==> config.mk <==
export PLATFORM = sky130hd
export DESIGN_NAME = swks_cell
export DESIGN_NICKNAME = d
export VERILOG_FILES = /design/src/rtl/core/swks_pkg.sv /design/src/rtl/core/swks_cell.sv
export SDC_FILE = /design/constraint.sdc
export NUM_CORES = 1
export LEC_CHECK = 0
export BUFFER_PORTS_ARGS = -buffer_cell sky130_fd_sc_hd__buf_2
export CORE_UTILIZATION = 53
export CTS_CLUSTER_DIAMETER = 100
export DETAILED_ROUTE_END_ITERATION = 8
export PLACE_DENSITY_LB_ADDON = 0.15
export RECOVER_POWER = 100
export SETUP_SLACK_MARGIN = 0.15
export SYNTH_ARGS = -nofsm -noshare
export SYNTH_HDL_FRONTEND = slang
export SYNTH_SLANG_ARGS = --single-unit
export TNS_END_PERCENT = 5
==> constraint.sdc <==
create_clock -name clock -period 5.5 [get_ports clock]
set_input_delay 1.1 -clock clock [delete_from_list [all_inputs] [get_ports clock]]
set_output_delay 1.1 -clock clock [all_outputs]
set_load 0.05 [all_outputs]
==> src/rtl/core/swks_pkg.sv <==
package swks_pkg;

   localparam int MAX_WINDOW  = 64;
   localparam int SAMPLE_BITS = 32;

   localparam int IDX_BITS  = (MAX_WINDOW > 1) ? $clog2(MAX_WINDOW) : 1;
   localparam int LEN_BITS  = $clog2(MAX_WINDOW + 1);
   localparam int CFG_BITS  = 7;
   localparam int WIDE_BITS = (LEN_BITS > CFG_BITS) ? LEN_BITS : CFG_BITS;
   localparam int CSR_IDX_BITS = 2;
   localparam int DATA_BITS = ((SAMPLE_BITS + 7) / 8) * 8;

   localparam logic [CSR_IDX_BITS-1:0] REG_WINDOW_LENGTH = CSR_IDX_BITS'(0);
   localparam logic [CSR_IDX_BITS-1:0] REG_RANK          = CSR_IDX_BITS'(1);

   typedef logic signed [SAMPLE_BITS-1:0] sample_type;
   typedef logic [IDX_BITS-1:0]           idx_type;
   typedef logic [LEN_BITS-1:0]           len_type;

   typedef enum logic [1:0] {
      ST_IDLE,
      ST_LOAD,
      ST_SCAN,
      ST_SEND
   } state_type;

   // control broadcast to every cell of the chain
   typedef struct packed {
      logic    shift;
      logic    load;
      logic    scan;
      len_type len;
      idx_type rank_m1;
   } cell_ctrl_type;

   // clamp a register value to 1..MAX_WINDOW
   function automatic len_type clamp_len(input logic [CFG_BITS-1:0] v);
      logic [WIDE_BITS-1:0] w;
      w = WIDE_BITS'(v);
      if (w == '0) begin
         w = WIDE_BITS'(1);
      end else if (w > WIDE_BITS'(MAX_WINDOW)) begin
         w = WIDE_BITS'(MAX_WINDOW);
      end
      return w[LEN_BITS-1:0];
   endfunction

endpackage

==> src/rtl/core/swks_cell.sv <==
module swks_cell (
   input  logic                  clock,
   input  swks_pkg::idx_type     idx,
   input  swks_pkg::cell_ctrl_type ctrl,
   input  swks_pkg::sample_type  shift_in,
   input  swks_pkg::sample_type  travel_in,
   input  swks_pkg::idx_type     tag_in,
   output swks_pkg::sample_type  sample_out,
   output swks_pkg::sample_type  travel_out,
   output swks_pkg::idx_type     tag_out,
   output logic                  hit
);
   import swks_pkg::*;

   sample_type value_ff, value_in;
   sample_type travel_ff, travel_in_nxt;
   idx_type    tag_ff, tag_in_nxt;
   idx_type    count_ff, count_in;
   logic       below;
   logic       tag_live;

   // visiting sample ranks below ours; ties go to the younger slot
   assign below    = (travel_ff < value_ff) || ((travel_ff == value_ff) && (tag_ff < idx));
   assign tag_live = LEN_BITS'(tag_ff) < ctrl.len;

   always_comb begin
      value_in      = value_ff;
      travel_in_nxt = travel_ff;
      tag_in_nxt    = tag_ff;
      count_in      = count_ff;
      if (ctrl.shift) begin
         value_in = shift_in;
      end
      if (ctrl.load) begin
         travel_in_nxt = value_ff;
         tag_in_nxt    = idx;
         count_in      = '0;
      end else if (ctrl.scan) begin
         travel_in_nxt = travel_in;
         tag_in_nxt    = tag_in;
         if (below && tag_live) begin
            count_in = count_ff + idx_type'(1);
         end
      end
   end

   always_ff @(posedge clock) begin
      value_ff  <= value_in;
      travel_ff <= travel_in_nxt;
      tag_ff    <= tag_in_nxt;
      count_ff  <= count_in;
   end

   assign sample_out = value_ff;
   assign travel_out = travel_ff;
   assign tag_out    = tag_ff;
   assign hit        = (LEN_BITS'(idx) < ctrl.len) && (count_ff == ctrl.rank_m1);

endmodule

==> impl_metrics.prom <==
# TYPE chip_impl_metric gauge
chip_impl_metric{name="drive_above_1_share",unit="%"} 30.7
chip_impl_metric{name="initialDrtViolationCount",unit=""} 79
chip_impl_metric{name="final_instance_count_excl_fillers",unit=""} 588
chip_impl_metric{name="dr_total_vias",unit=""} 3044
chip_impl_info{name="worstReg2RegStart",value="sample_out[31]"} 1
chip_impl_info{name="top_flip_flop_cell_by_instance_count_after_synthesis",value="sky130_fd_sc_hd__edfxtp_1"} 1
chip_impl_metric{name="fp-row-count",unit=""} 31
chip_impl_metric{name="timing_worst_slew_pin_value",unit="ps"} 2580
chip_impl_metric{name="yosys.area_share.simple",unit="%"} 6.76
chip_impl_metric{name="p_leak",unit="nW"} 2.29
chip_impl_metric{name="timing.clock.skew",unit="ps"} 13.2
chip_impl_metric{name="synth-edff-count",unit=""} 70
chip_impl_metric{name="antenna_cells",unit=""} 0
chip_impl_info{name="worst_setup_path_end_kind",value="output port"} 1
chip_impl_metric{name="grt_max_degree",unit=""} 50
chip_impl_info{name="clockRootBuffer",value="sky130_fd_sc_hd__clkbuf_8"} 1
chip_impl_info{name="critPathLaunchType",value="primary input"} 1
chip_impl_metric{name="fp.dieW",unit="um"} 90.2
chip_impl_metric{name="finalSetupTns",unit="ps"} 0
chip_impl_metric{name="vias_per_cell",unit=""} 5.18
chip_impl_metric{name="drt_wl_total",unit="mm"} 8.81
chip_impl_metric{name="ys_seq_elements",unit=""} 76
chip_impl_metric{name="clkLatencyLatePin",unit="ps"} 350
chip_impl_info{name="dominant_combinational_cell_family_by_area_after_synthesis",value="adder cells"} 1
chip_impl_metric{name="globalRouteOverflowTotal",unit=""} 0
chip_impl_metric{name="detail_route.wl_per_cell",unit="um"} 15.0
chip_impl_metric{name="cts_resized",unit=""} 0
chip_impl_metric{name="buffer_ports.inserted",unit=""} 163
chip_impl_metric{name="clock_sink_count",unit=""} 76
chip_impl_metric{name="place_worst_setup_slack",unit="ps"} 1550
chip_impl_metric{name="required_time_of_the_critical_path",unit="ps"} 4400
chip_impl_metric{name="drt-pass1-iter-count",unit=""} 4
chip_impl_metric{name="setup_viol",unit=""} 0
chip_impl_info{name="tritoncts",value="built"} 1
chip_impl_info{name="final_common_cell",value="sky130_fd_sc_hd__buf_2"} 1
chip_impl_metric{name="grt_first_pass_wirelength",unit="mm"} 14.3
chip_impl_metric{name="netlist_area",unit="sq um"} 4130
chip_impl_metric{name="cts-root-to-sink-buffers",unit=""} 2
chip_impl_metric{name="syn_to_final_growth",unit="%"} 24.6
chip_impl_metric{name="yosys_warnings",unit=""} 0
chip_impl_metric{name="cts_inserted_buffers",unit=""} 9
chip_impl_metric{name="routabilityCongestion",unit=""} 0.774
chip_impl_metric{name="synth.distinct_cells",unit=""} 41
chip_impl_metric{name="design.die.area",unit="sq um"} 8140
chip_impl_metric{name="min_period",unit="ps"} 4130
chip_impl_metric{name="max-slew-margin-rel",unit="%"} -72.0
chip_impl_metric{name="post-dp-hpwl",unit="mm"} 6.60
chip_impl_metric{name="post_cts.repair.setup_buffers",unit=""} 0
chip_impl_metric{name="synth-compound-area-share",unit="%"} 7.16
chip_impl_info{name="worst-setup-path-type",value="primary input to output port"} 1
chip_impl_metric{name="power_per_cell_area",unit="nW/um^2"} 308
chip_impl_metric{name="finalNetCount",unit=""} 626
chip_impl_metric{name="dieHeight",unit="um"} 90.2
chip_impl_info{name="synth_area_leaders",value="sky130_fd_sc_hd__edfxtp_1 (51%), sky130_fd_sc_hd__ha_1 (15%), sky130_fd_sc_hd__mux2_2 (10%)"} 1
chip_impl_metric{name="worst_ir_drop_vdd",unit="uV"} 158
chip_impl_info{name="timing.critical_path.from",value="idx[1]"} 1
chip_impl_metric{name="h-tree-depth",unit=""} 3
chip_impl_info{name="min-delay-start",value="count_ff[5]"} 1
chip_impl_metric{name="final_min_period_over_clock_period",unit="%"} 75.0
chip_impl_info{name="hold_class",value="register to register"} 1
chip_impl_metric{name="crit_path_dat",unit="ps"} 3030
chip_impl_metric{name="post-route-cell-area",unit="sq um"} 5140
chip_impl_metric{name="detail_route.drc_violations",unit=""} 0
chip_impl_metric{name="path_clk_slew",unit="ps"} 80
chip_impl_metric{name="finalHoldViolCount",unit=""} 0
chip_impl_metric{name="setup_slack",unit="ps"} 1370
chip_impl_metric{name="clock.fmax",unit="MHz"} 242
chip_impl_metric{name="post-place-cells",unit=""} 573
chip_impl_metric{name="synth_fa_ha_area_share",unit="%"} 14.6
chip_impl_metric{name="placedInstanceArea",unit="sq um"} 5040
chip_impl_info{name="violations",value="capacitance limit, slew limit"} 1
chip_impl_metric{name="final_max_slew_viol_count",unit=""} 83
chip_impl_metric{name="crit_path_max_fanout",unit=""} 3
chip_impl_metric{name="cts_hold_buf",unit=""} 0
chip_impl_metric{name="via_count_of_the_first_global_routing_pass",unit=""} 3137
chip_impl_metric{name="initial_utilization",unit="%"} 56.0
chip_impl_metric{name="mappedNetlistNets",unit=""} 456
chip_impl_info{name="synthDominantAreaCellType",value="sky130_fd_sc_hd__edfxtp_1"} 1
chip_impl_metric{name="antenna_violations_before_repair",unit=""} 0
chip_impl_metric{name="maxCapViolations",unit=""} 2
chip_impl_info{name="status",value="finished, violations left"} 1
chip_impl_metric{name="synth.avg_cell_area",unit="sq um"} 13.1
chip_impl_metric{name="synth_top_cell_area_share",unit="%"} 51.0
chip_impl_metric{name="async_flop_share",unit="%"} 0
chip_impl_metric{name="ant_nets",unit=""} 0
chip_impl_metric{name="yosysSeqAreaShare",unit="%"} 53.9
chip_impl_metric{name="number_of_standard_cells_after_synthesis",unit=""} 315
chip_impl_info{name="grt_setup_unrepaired",value="false"} 1
chip_impl_metric{name="ios",unit=""} 164
chip_impl_metric{name="core_area",unit="sq um"} 7370
chip_impl_metric{name="synth_xor_xnor_area_share",unit="%"} 1.49
chip_impl_info{name="highest_count_cells_in_the_layout_ignoring_fill_and_taps",value="sky130_fd_sc_hd__buf_2 (91), sky130_fd_sc_hd__clkbuf_1 (74), sky130_fd_sc_hd__edfxtp_1 (70), sky130_fd_sc_hd__ha_1 (48), sky130_fd_sc_hd__inv_1 (44)"} 1
chip_impl_metric{name="track_usage",unit="%"} 22.3
chip_impl_metric{name="synth.mux.area_fraction",unit="%"} 11.4
## per-layer routing
layer,share of wire [%],GRT usage (%),vias to the layer above
met5,0,0,-
met4,2.7,11.3,0
met3,7.2,6.51,25
met2,49,37.8,120
met1,41,25.6,1400
li1,-,-,1499
## report_power, final
part           switching [mW]  internal, mW
Clock                   0.213         0.210
Sequential             0.0364         0.693
Combinational           0.298         0.131
Total                   0.548          1.03
## cell families after synthesis
group                      count (synthesis)
xor gates and xnor gates                   7
and+or+nand+nor                           48
muxes                                     42
adders and majority gates                 48
AOI/OAI and AO/OA                         45
DFF                                       76
buffers and inverters                     49
## cell usage after synthesis (3+ instances only)
cell and instances:
sky130_fd_sc_hd__inv_1 44, sky130_fd_sc_hd__mux2_1 3, sky130_fd_sc_hd__xnor2_1 5, sky130_fd_sc_hd__mux2_2 38
sky130_fd_sc_hd__a21oi_1 18, sky130_fd_sc_hd__edfxtp_1 70, sky130_fd_sc_hd__nor2_1 9, sky130_fd_sc_hd__nor4_1 3
sky130_fd_sc_hd__nand4_1 9, sky130_fd_sc_hd__a211oi_1 3, sky130_fd_sc_hd__nand2_1 8, sky130_fd_sc_hd__o21ai_0 8
sky130_fd_sc_hd__nand2b_1 4, sky130_fd_sc_hd__nor2b_1 3, sky130_fd_sc_hd__ha_1 48, sky130_fd_sc_hd__a21o_1 6
sky130_fd_sc_hd__dfxtp_1 6, sky130_fd_sc_hd__buf_1 3, sky130_fd_sc_hd__nand3_1 3
## registers in the layout, summed over array words and instances (netlist names)
signal	cells
count_ff	6
sample_out	32
tag_out	6
travel_out	32
## area by class of cell
| class | count | area [sq um] |
|---|---|---|
| Fill cell | 599 | 2230 |
| Sequential cell | 76 | 2220 |
| Multi-Input combinational cell | 190 | 1710 |
| Timing Repair Buffer | 164 | 729 |
| Inverter | 44 | 165 |
| Clock buffer | 10 | 128 |
| Tap cell | 99 | 124 |
| Clock inverter | 5 | 62.6 |
## stage by stage
stage | hold WS (ps) | power [mW] | util (%)
2_1_floorplan | 524 | 1.05 | -
6_report | 574 | 1.58 | 69.7
3_3_place_gp | 535 | 1.17 | 68.4
4_1_cts | 576 | 1.60 | 71.0
5_1_grt | 604 | 1.65 | 69.7
3_5_place_dp | 554 | 1.18 | 68.4
## final timing paths
check | to | slack, ps | cells after the start
max | hit | 1370 | 10
min | count_ff[5] | 570 | 2
max reg2reg | count_ff[3] | 2830 | 9
min reg2reg | count_ff[5] | 570 | 2
## critical path, stage by stage
cell	delay [ps]
sky130_fd_sc_hd__buf_2	110
sky130_fd_sc_hd__ha_1	290
sky130_fd_sc_hd__a21o_1	170
sky130_fd_sc_hd__a21o_1	170
sky130_fd_sc_hd__a21o_1	160
sky130_fd_sc_hd__a21o_1	170
sky130_fd_sc_hd__a21oi_1	140
sky130_fd_sc_hd__nor2_1	60
sky130_fd_sc_hd__nor4_1	160
sky130_fd_sc_hd__clkbuf_1	500
No activity file was read; power rests on OpenSTA's default activity.
